`src/rtl/dtn_pkg.sv`:
```
package dtn_pkg;

  // field widths
  localparam int unsigned MilliInW  = 12;
  localparam int unsigned SecInW    = 8;
  localparam int unsigned MinInW    = 8;
  localparam int unsigned HourInW   = 7;
  localparam int unsigned DayInW    = 6;
  localparam int unsigned MonthW    = 4;
  localparam int unsigned YearW     = 14;
  localparam int unsigned MilliOutW = 10;
  localparam int unsigned SecOutW   = 6;
  localparam int unsigned MinOutW   = 6;
  localparam int unsigned HourOutW  = 5;
  localparam int unsigned DayOutW   = 5;

  // carry divisors
  localparam logic signed [12:0] MS_PER_SEC    = 13'sd1000;
  localparam logic signed [12:0] SEC_PER_MIN   = 13'sd60;
  localparam logic signed [12:0] MIN_PER_HOUR  = 13'sd60;
  localparam logic signed [12:0] HOURS_PER_DAY = 13'sd24;

  // year / 25 by reciprocal, exact for every 14-bit year
  localparam logic [12:0] Y25_RECIP = 13'd5243;
  localparam int unsigned Y25_SHIFT = 17;
  localparam logic [4:0]  Y25_DIV   = 5'd25;

  // month codes
  localparam logic [3:0] MONTH_JAN = 4'd1;
  localparam logic [3:0] MONTH_FEB = 4'd2;
  localparam logic [3:0] MONTH_APR = 4'd4;
  localparam logic [3:0] MONTH_JUN = 4'd6;
  localparam logic [3:0] MONTH_SEP = 4'd9;
  localparam logic [3:0] MONTH_NOV = 4'd11;
  localparam logic [3:0] MONTH_DEC = 4'd12;

  // month lengths
  localparam logic [4:0] DAYS_LONG  = 5'd31;
  localparam logic [4:0] DAYS_SHORT = 5'd30;
  localparam logic [4:0] DAYS_LEAP  = 5'd29;
  localparam logic [4:0] DAYS_FEB   = 5'd28;

  typedef struct packed {
    logic signed [2:0] q;
    logic [9:0]        r;
  } carry_t;

  // day after carries, month and year going into the calendar fix
  typedef struct packed {
    logic signed [7:0] day;
    logic [3:0]        month;
    logic [13:0]       year;
    logic              leap;
  } cal_in_t;

  typedef struct packed {
    logic [4:0]  day;
    logic [3:0]  month;
    logic [13:0] year;
  } cal_out_t;

  // floor division of a small value by a constant, quotient within -3..2
  function automatic carry_t carry_div(input logic signed [12:0] v,
                                       input logic signed [12:0] dv);
    logic signed [14:0] vv;
    logic signed [14:0] dd;
    logic signed [14:0] rr;
    logic [2:0]         cnt;
    carry_t             c;
    vv  = 15'(v);
    dd  = 15'(dv);
    cnt = 3'(vv >= -(dd + dd)) + 3'(vv >= -dd) + 3'(vv >= 15'sd0)
        + 3'(vv >= dd) + 3'(vv >= (dd + dd));
    case (cnt)
      3'd0:    rr = vv + dd + dd + dd;
      3'd1:    rr = vv + dd + dd;
      3'd2:    rr = vv + dd;
      3'd3:    rr = vv;
      3'd4:    rr = vv - dd;
      default: rr = vv - dd - dd;
    endcase
    c.q = 3'(cnt - 3'd3);
    c.r = rr[9:0];
    return c;
  endfunction

  function automatic logic [4:0] days_in(input logic [3:0] mo, input logic leap);
    logic [4:0] n;
    case (mo) inside
      MONTH_FEB:                                  n = leap ? DAYS_LEAP : DAYS_FEB;
      MONTH_APR, MONTH_JUN, MONTH_SEP, MONTH_NOV: n = DAYS_SHORT;
      default:                                    n = DAYS_LONG;
    endcase
    return n;
  endfunction

endpackage

```
`src/rtl/dtn_in_if.sv`:
```
interface dtn_in_if;
  import dtn_pkg::*;

  logic                       valid;
  logic                       ready;
  logic signed [MilliInW-1:0] milli_in;
  logic signed [SecInW-1:0]   sec_in;
  logic signed [MinInW-1:0]   min_in;
  logic signed [HourInW-1:0]  hour_in;
  logic [DayInW-1:0]          day_in;
  logic [MonthW-1:0]          month_in;
  logic [YearW-1:0]           year_in;

  modport source (output valid, milli_in, sec_in, min_in, hour_in, day_in, month_in,
                  year_in, input ready);
  modport sink (input valid, milli_in, sec_in, min_in, hour_in, day_in, month_in,
                year_in, output ready);
endinterface

```
`src/rtl/dtn_out_if.sv`:
```
interface dtn_out_if;
  import dtn_pkg::*;

  logic                 valid;
  logic                 ready;
  logic [MilliOutW-1:0] milli_out;
  logic [SecOutW-1:0]   sec_out;
  logic [MinOutW-1:0]   min_out;
  logic [HourOutW-1:0]  hour_out;
  logic [DayOutW-1:0]   day_out;
  logic [MonthW-1:0]    month_out;
  logic [YearW-1:0]     year_out;

  modport source (output valid, milli_out, sec_out, min_out, hour_out, day_out,
                  month_out, year_out, input ready);
  modport sink (input valid, milli_out, sec_out, min_out, hour_out, day_out,
                month_out, year_out, output ready);
endinterface

```
`src/rtl/datetime_normalizer_core.sv`:
```
// Normalizes one Gregorian date and time per word after a signed shift of up to
// about a day: milliseconds, seconds, minutes and hours carry or borrow upward by
// floor division, then the day is folded into the previous or next month with the
// full leap-year rule, wrapping the year at December and January (modulo 2^14).
// A month of 0 reads as January and one above 12 as December. The datapath is five
// register stages (milliseconds, seconds and leap test, minutes, hours, month
// fix), and a new word is taken every cycle while the output is not stalled; each
// stage holds only while the stage after it is full and stalled, so bubbles are
// squeezed out under back-pressure.
module datetime_normalizer_core (
  input logic  clk,
  input logic  rst,
  dtn_in_if.sink    din,
  dtn_out_if.source dout
);
  import dtn_pkg::*;

  // stage valids and advance enables
  logic v1, v2, v3, v4;
  logic en1, en2, en3, en4, en5;

  assign en5 = !dout.valid || dout.ready;
  assign en4 = !v4 || en5;
  assign en3 = !v3 || en4;
  assign en2 = !v2 || en3;
  assign en1 = !v1 || en2;
  assign din.ready = en1;

  // stage 1: milliseconds, month clamp, year/25 product
  carry_t            c1;
  logic signed [2:0] q1;
  logic [3:0]        month_clamp;
  logic [26:0]       y25_prod;

  logic [9:0]         ms1;
  logic signed [8:0]  sec1;
  logic signed [7:0]  min1;
  logic signed [6:0]  hour1;
  logic [5:0]         day1;
  logic [3:0]         month1;
  logic [13:0]        year1;
  logic [9:0]         y25q1;

  assign c1       = carry_div(13'(din.milli_in), MS_PER_SEC);
  assign q1       = c1.q;
  assign y25_prod = 27'(din.year_in) * 27'(Y25_RECIP);

  always_comb begin
    if (din.month_in < MONTH_JAN) begin
      month_clamp = MONTH_JAN;
    end else if (din.month_in > MONTH_DEC) begin
      month_clamp = MONTH_DEC;
    end else begin
      month_clamp = din.month_in;
    end
  end

  always_ff @(posedge clk) begin
    if (en1 && din.valid) begin
      ms1    <= c1.r;
      sec1   <= 9'(din.sec_in) + 9'(q1);
      min1   <= din.min_in;
      hour1  <= din.hour_in;
      day1   <= din.day_in;
      month1 <= month_clamp;
      year1  <= din.year_in;
      y25q1  <= y25_prod[Y25_SHIFT +: 10];
    end
  end

  // stage 2: seconds, leap test
  carry_t            c2;
  logic signed [2:0] q2;
  logic              div4;
  logic              div16;
  logic              div25;
  logic              leap_next;

  logic [9:0]        ms2;
  logic [5:0]        sec2;
  logic signed [8:0] min2;
  logic signed [6:0] hour2;
  logic [5:0]        day2;
  logic [3:0]        month2;
  logic [13:0]       year2;
  logic              leap2;

  assign c2        = carry_div(13'(sec1), SEC_PER_MIN);
  assign q2        = c2.q;
  assign div4      = (year1[1:0] == 2'd0);
  assign div16     = (year1[3:0] == 4'd0);
  assign div25     = ((15'(y25q1) * 15'(Y25_DIV)) == 15'(year1));
  assign leap_next = div4 && (!div25 || div16);

  always_ff @(posedge clk) begin
    if (en2 && v1) begin
      ms2    <= ms1;
      sec2   <= c2.r[5:0];
      min2   <= 9'(min1) + 9'(q2);
      hour2  <= hour1;
      day2   <= day1;
      month2 <= month1;
      year2  <= year1;
      leap2  <= leap_next;
    end
  end

  // stage 3: minutes
  carry_t            c3;
  logic signed [2:0] q3;

  logic [9:0]        ms3;
  logic [5:0]        sec3;
  logic [5:0]        min3;
  logic signed [7:0] hour3;
  logic [5:0]        day3;
  logic [3:0]        month3;
  logic [13:0]       year3;
  logic              leap3;

  assign c3 = carry_div(13'(min2), MIN_PER_HOUR);
  assign q3 = c3.q;

  always_ff @(posedge clk) begin
    if (en3 && v2) begin
      ms3    <= ms2;
      sec3   <= sec2;
      min3   <= c3.r[5:0];
      hour3  <= 8'(hour2) + 8'(q3);
      day3   <= day2;
      month3 <= month2;
      year3  <= year2;
      leap3  <= leap2;
    end
  end

  // stage 4: hours into the day
  carry_t            c4;
  logic signed [2:0] q4;

  logic [9:0]        ms4;
  logic [5:0]        sec4;
  logic [5:0]        min4;
  logic [4:0]        hour4;
  cal_in_t           cal4;

  assign c4 = carry_div(13'(hour3), HOURS_PER_DAY);
  assign q4 = c4.q;

  always_ff @(posedge clk) begin
    if (en4 && v3) begin
      ms4        <= ms3;
      sec4       <= sec3;
      min4       <= min3;
      hour4      <= c4.r[4:0];
      cal4.day   <= $signed({2'b00, day3}) + 8'(q4);
      cal4.month <= month3;
      cal4.year  <= year3;
      cal4.leap  <= leap3;
    end
  end

  // stage 5: month fix into the output register
  cal_out_t cal5;

  dtn_month_fix u_month_fix (
    .cal_in  (cal4),
    .cal_out (cal5)
  );

  always_ff @(posedge clk) begin
    if (en5 && v4) begin
      dout.milli_out <= ms4;
      dout.sec_out   <= sec4;
      dout.min_out   <= min4;
      dout.hour_out  <= hour4;
      dout.day_out   <= cal5.day;
      dout.month_out <= cal5.month;
      dout.year_out  <= cal5.year;
    end
  end

  // valid bits travel with the words
  always_ff @(posedge clk) begin
    if (rst) begin
      v1         <= 1'b0;
      v2         <= 1'b0;
      v3         <= 1'b0;
      v4         <= 1'b0;
      dout.valid <= 1'b0;
    end else begin
      if (en1) begin
        v1 <= din.valid;
      end
      if (en2) begin
        v2 <= v1;
      end
      if (en3) begin
        v3 <= v2;
      end
      if (en4) begin
        v4 <= v3;
      end
      if (en5) begin
        dout.valid <= v4;
      end
    end
  end

`ifndef SYNTHESIS
  // a held word in the first stage is never dropped
  a_stage1_hold: assert property (@(posedge clk) disable iff (rst)
    v1 && !en2 |=> v1)
    else $error("stage 1 word lost while stalled");

  // time fields leave in range
  a_time_range: assert property (@(posedge clk) disable iff (rst)
    dout.valid |-> dout.milli_out < 10'd1000 && dout.sec_out < 6'd60
                   && dout.min_out < 6'd60 && dout.hour_out < 5'd24)
    else $error("time field out of range");

  // date fields leave in range
  a_date_range: assert property (@(posedge clk) disable iff (rst)
    dout.valid |-> dout.day_out >= 5'd1 && dout.month_out >= MONTH_JAN
                   && dout.month_out <= MONTH_DEC)
    else $error("date field out of range");

  // a word taken at the input reaches stage 1
  a_accept_fill: assert property (@(posedge clk) disable iff (rst)
    din.valid && din.ready |=> v1)
    else $error("accepted word missing from stage 1");
`endif

endmodule

```
`src/rtl/dtn_month_fix.sv`:
```
module dtn_month_fix (
  input  dtn_pkg::cal_in_t  cal_in,
  output dtn_pkg::cal_out_t cal_out
);
  import dtn_pkg::*;

  logic [4:0] dim_cur;
  logic [4:0] dim_prev;
  logic [3:0] prev_month;
  logic [3:0] next_month;
  logic [13:0] prev_year;
  logic [13:0] next_year;

  // neighbor months with year wrap at december and january
  always_comb begin
    if (cal_in.month == MONTH_JAN) begin
      prev_month = MONTH_DEC;
      prev_year  = cal_in.year - 14'd1;
    end else begin
      prev_month = cal_in.month - 4'd1;
      prev_year  = cal_in.year;
    end
    if (cal_in.month == MONTH_DEC) begin
      next_month = MONTH_JAN;
      next_year  = cal_in.year + 14'd1;
    end else begin
      next_month = cal_in.month + 4'd1;
      next_year  = cal_in.year;
    end
  end

  // leap flag only matters for february, which never crosses a year here
  assign dim_cur  = days_in(cal_in.month, cal_in.leap);
  assign dim_prev = days_in(prev_month, cal_in.leap);

  // pull the day back into its month
  always_comb begin
    if (cal_in.day < 8'sd1) begin
      cal_out.day   = dim_prev;
      cal_out.month = prev_month;
      cal_out.year  = prev_year;
    end else if (cal_in.day > $signed({3'b000, dim_cur})) begin
      cal_out.day   = 5'd1;
      cal_out.month = next_month;
      cal_out.year  = next_year;
    end else begin
      cal_out.day   = cal_in.day[4:0];
      cal_out.month = cal_in.month;
      cal_out.year  = cal_in.year;
    end
  end

endmodule

```
`src/flat_wrapper.sv`:
```
// flat-port wrapper written by rule: the top's interface ports become plain ports
module datetime_normalizer_core_flat import dtn_pkg::*;
  (clk, rst, din_valid, din_milli_in, din_sec_in, din_min_in, din_hour_in, din_day_in, din_month_in, din_year_in, din_ready, dout_valid, dout_milli_out, dout_sec_out, dout_min_out, dout_hour_out, dout_day_out, dout_month_out, dout_year_out, dout_ready);
  dtn_in_if din_i ();
  dtn_out_if dout_i ();
  input logic clk;
  input logic rst;
  input wire logic [$bits(din_i.valid)-1:0] din_valid;
  input wire logic [$bits(din_i.milli_in)-1:0] din_milli_in;
  input wire logic [$bits(din_i.sec_in)-1:0] din_sec_in;
  input wire logic [$bits(din_i.min_in)-1:0] din_min_in;
  input wire logic [$bits(din_i.hour_in)-1:0] din_hour_in;
  input wire logic [$bits(din_i.day_in)-1:0] din_day_in;
  input wire logic [$bits(din_i.month_in)-1:0] din_month_in;
  input wire logic [$bits(din_i.year_in)-1:0] din_year_in;
  output wire logic [$bits(din_i.ready)-1:0] din_ready;
  output wire logic [$bits(dout_i.valid)-1:0] dout_valid;
  output wire logic [$bits(dout_i.milli_out)-1:0] dout_milli_out;
  output wire logic [$bits(dout_i.sec_out)-1:0] dout_sec_out;
  output wire logic [$bits(dout_i.min_out)-1:0] dout_min_out;
  output wire logic [$bits(dout_i.hour_out)-1:0] dout_hour_out;
  output wire logic [$bits(dout_i.day_out)-1:0] dout_day_out;
  output wire logic [$bits(dout_i.month_out)-1:0] dout_month_out;
  output wire logic [$bits(dout_i.year_out)-1:0] dout_year_out;
  input wire logic [$bits(dout_i.ready)-1:0] dout_ready;
  assign din_i.valid = din_valid;
  assign din_i.milli_in = din_milli_in;
  assign din_i.sec_in = din_sec_in;
  assign din_i.min_in = din_min_in;
  assign din_i.hour_in = din_hour_in;
  assign din_i.day_in = din_day_in;
  assign din_i.month_in = din_month_in;
  assign din_i.year_in = din_year_in;
  assign din_ready = din_i.ready;
  assign dout_valid = dout_i.valid;
  assign dout_milli_out = dout_i.milli_out;
  assign dout_sec_out = dout_i.sec_out;
  assign dout_min_out = dout_i.min_out;
  assign dout_hour_out = dout_i.hour_out;
  assign dout_day_out = dout_i.day_out;
  assign dout_month_out = dout_i.month_out;
  assign dout_year_out = dout_i.year_out;
  assign dout_i.ready = dout_ready;
  datetime_normalizer_core u_core (.clk(clk), .rst(rst), .din(din_i), .dout(dout_i));
endmodule
```
`config.mk`:
```
export PLATFORM = sky130hd
export DESIGN_NAME = datetime_normalizer_core_flat
export DESIGN_NICKNAME = d
export VERILOG_FILES = /design/src/rtl/dtn_pkg.sv /design/src/rtl/dtn_in_if.sv /design/src/rtl/dtn_out_if.sv /design/src/rtl/datetime_normalizer_core.sv /design/src/rtl/dtn_month_fix.sv /design/src/flat_wrapper.sv
export SDC_FILE = /design/constraint.sdc
export NUM_CORES = 1
export LEC_CHECK = 0
export ABC_AREA = 1
export BUFFER_PORTS_ARGS = -buffer_cell sky130_fd_sc_hd__buf_2
export CAP_MARGIN = 20
export CORE_UTILIZATION = 30
export CTS_BUF_LIST = sky130_fd_sc_hd__clkbuf_8
export DETAILED_ROUTE_END_ITERATION = 8
export SETUP_SLACK_MARGIN = 0.15
export SLEW_MARGIN = 20
export SYNTH_ARGS = -nofsm -noshare
export SYNTH_HDL_FRONTEND = slang
export SYNTH_SLANG_ARGS = --single-unit
```
`constraint.sdc`:
```
create_clock -name clk -period 4.24 [get_ports clk]
set_input_delay 0.636 -clock clk [delete_from_list [all_inputs] [get_ports clk]]
set_output_delay 0.636 -clock clk [all_outputs]
set_load 0.03 [all_outputs]
```
==> impl_metrics.env <==
export IMPL_place_congestion=0.8725
export IMPL_track_usage_pct=13.58
export IMPL_slowest_stage="fa_2"
export IMPL_grt_max_degree=69
export IMPL_crit_type="flip-flop to flip-flop"
export IMPL_nets=2461
export IMPL_hold_class="input pin to flip-flop"
export IMPL_first_iter_violations=411
export IMPL_antenna_found_initial=3
export IMPL_synthTopCellsByCount="328 x nand2_1, 292 x inv_1, 284 x edfxtp_1"
export IMPL_vias=13174
export IMPL_first_global_vias=13710
export IMPL_vias_per_cell=4.418
export IMPL_ant_nets=0
export IMPL_synth_fa_ha_area_share_pct=22.75
export IMPL_overflow=0
export IMPL_start_util_pct=30.27
export IMPL_critPathMaxFanout=4
export IMPL_synth_cell_types=52
export IMPL_rsz0062_at_grt="yes"
export IMPL_path_cells="nor2_2 -> buf_4 -> nand2_1 -> a21oi_1 -> o21ai_1 -> ha_1 -> fa_1 -> ha_2 -> inv_2 -> fa_2 -> nor2_4 -> ha_4 -> ha_4 -> nand2_1 -> o21ai_2 -> a21oi_2 -> o21bai_1 -> nand2_1 -> nand3_1 -> o21ai_1"
export IMPL_max_stage_delay_ns=0.58
export IMPL_tightest_slew_ns=0.9814
export IMPL_yosys_area_share_simple_pct=13.98
export IMPL_syn_area_um2=18650
export IMPL_drt_pass1_iter_count=5
export IMPL_cts_root_buf="clkbuf_8"
export IMPL_status="finished, final reports clean"
export IMPL_clk_latency_ns=0.59
export IMPL_fmax_ghz=0.2372
export IMPL_cts_sinks=289
export IMPL_synthXorXnorAreaFrac_pct=4.214
export IMPL_die_h_um=251.3
export IMPL_seq_area_frac_synth_pct=46.28
export IMPL_timing_final_max_slew_violations=0
export IMPL_wl_met2_um=21050
export IMPL_routed_wl_um=42480
export IMPL_clock_path_buffers=3
export IMPL_yosys_top_cells_area="edfxtp_1 46%, ha_1 14%, fa_1 8.6%"
export IMPL_cp_end_kind="flip-flop"
export IMPL_drive_gt1_share_pct=23.69
export IMPL_die_w_um=251.3
export IMPL_async_flop_share_pct=0
export IMPL_hold_viol=0
export IMPL_synth_avg_cell_area_um2=10.42
export IMPL_ys_warn_count=0
export IMPL_synth_top_area_share_pct=45.74
export IMPL_muxShareOfSynthArea_pct=0
export IMPL_topRoutingLayerUsed="met5"
export IMPL_ios=115
export IMPL_syn_to_final_growth_pct=24.14
export IMPL_synth_top_cell_by_area="edfxtp_1"
export IMPL_layout_cells_non_filler=2982
export IMPL_cp_start_kind="flip-flop"
export IMPL_core_area_um2=61600
export IMPL_setup_viol=0
export IMPL_worst_path_buf_inv=2
export IMPL_cts_tree="yes"
export IMPL_synth_edf_count=284
export IMPL_fin_worst_skew_ns=0.01252
export IMPL_cts_buffers=47
export IMPL_post_synth_top_count_cell="nand2_1"
export IMPL_io_buffers=114
export IMPL_post_dp_hpwl_um=33180
export IMPL_period_share_pct=99.42
export IMPL_synth_top_family_by_area="adder cells"
export IMPL_tns_ns=0
export IMPL_rows=91
export IMPL_grt_pass1_wl_um=68630
export IMPL_post_route_min_period_ns=4.215
export IMPL_cts_hold_buffers=0
export IMPL_required_ns=4.57
export IMPL_maxCapViolations=0
export IMPL_path_delay_family="adder cells"
export IMPL_wl_per_cell_um=14.25
export IMPL_fp_dieArea_um2=63150
export IMPL_dp_cells=2876
export IMPL_postSynthNetCount=2144
export IMPL_arrival_ns=4.55
export IMPL_ys_ff_latch=289
export IMPL_htreeDepth=2
export IMPL_cp_common_cell="nand2_1"
export IMPL_met1_length_um=18850
export IMPL_fill_cells=6091
export IMPL_drcViolationCount=0
export IMPL_wl_met3_um=1402
export IMPL_synth_ff_type="edfxtp_1"
export IMPL_syn_instance_count=1790
export IMPL_cts_clk_slew_worst_paths_ns=0.06
export IMPL_slew_headroom_pct=34.57
export IMPL_synth_compound_area_share_pct=6.449
==> cell families (layout without fill, tap and decap cells) <==
logic type               after synthesis  in the layout
XOR/XNOR                              88             88
buffers and inverters                311            665
AO/OA/AOI/OAI                        203            203
adder cells (fa/ha/maj)              291            291
other                                  0              1
AND/OR/NAND/NOR                      608            608
flip-flops                           289            289
==> state kept, by name (all words and copies together), names as in the netlist, 14 cells and up <==
name	count
u_core.cal4	27
u_core.dout.year_out	14
u_core.year1	14
u_core.year2	14
u_core.year3	14
==> repair_timing <==
| action | in CTS | in global routing |
|---|---|---|
| gates resized for setup | 30 | 54 |
| setup endpoints to repair | 9 | 20 |
| setup buffers | 12 | 7 |
| pin swaps | 31 | 44 |
==> stage by stage <==
step	utilization, %	hold slack [ns]	worst slack (ns)	area [µm²]
floorplan	-	0.4003	-0.08666	19010
global placement	35.21	0.4010	-0.3265	21690
detailed placement	35.21	0.4045	-0.4083	21690
CTS	37.11	0.1414	0.06378	22860
global route	37.58	0.1638	-0.09359	23150
finish	37.58	0.2142	0.02465	23150
==> worst reg2reg max path: cells and delay by family, from the launching register on <==
kind,cells,cell delay [ns]
AOI/OAI and AO/OA,6,0.73
adders and majority gates,6,2.11
buffers and inverters,2,0.16
DFF,1,0.47
and+or+nand+nor,6,0.50
==> cell usage in the layout (no fill, tap or decap), types with 13 or more instances in the layout <==
| cell type | netlist | routed |
|---|---|---|
| inv_2 | 6 | 20 |
| nand2_1 | 328 | 313 |
| edfxtp_1 | 284 | 284 |
| xor2_1 | 58 | 56 |
| xnor2_1 | 28 | 28 |
| nor2_1 | 126 | 116 |
| buf_4 | 0 | 160 |
| a21oi_1 | 65 | 44 |
| a21oi_2 | 1 | 21 |
| buf_2 | 5 | 110 |
| o21ai_0 | 64 | 53 |
| ha_4 | 0 | 31 |
| ha_1 | 211 | 172 |
| nor3_1 | 23 | 22 |
| clkbuf_8 | 0 | 47 |
| fa_1 | 80 | 73 |
| clkinv_2 | 0 | 13 |
| nand3_1 | 71 | 68 |
| inv_1 | 292 | 286 |
| nand4_1 | 24 | 24 |
| nand2_2 | 6 | 20 |
==> cell type report <==
cell class                      count  area, µm²  area share (%)
Antenna cell                        1      2.502         0.01081
Timing Repair Buffer              280       1853           8.006
Sequential cell                   289       8628           37.28
Clock inverter                     39      297.8           1.287
Multi-Input combinational cell   1190       9542           41.22
Inverter                          299       1129           4.876
Tap cell                          837       1047           4.525
Clock buffer                       47      646.9           2.795
==> final timing paths <==
kind / start / to / slack (ns) / cells after the start
min reg2reg: u_core.min4[2]$_DFFE_PP_ / u_core.dout.min_out[2]$_DFFE_PP_ / 0.41 / 0
max reg2reg: u_core.sec1[3]$_DFFE_PP_ / u_core.min2[8]$_DFFE_PP_ / 0.02 / 20
min: din_hour_in[5] / u_core.hour1[5]$_DFFE_PP_ / 0.21 / 1
max: u_core.sec1[3]$_DFFE_PP_ / u_core.min2[8]$_DFFE_PP_ / 0.02 / 20
==> layer usage <==
layer | up-vias | GRT usage, %
li1 | 6660 | -
met1 | 6218 | 16.82
met2 | 216 | 23.85
met3 | 78 | 2.050
met4 | 2 | 4.948
met5 | - | 0
Power is not shown: default switching activity piles up to over one toggle a cycle in this logic, so the estimate is an artifact.
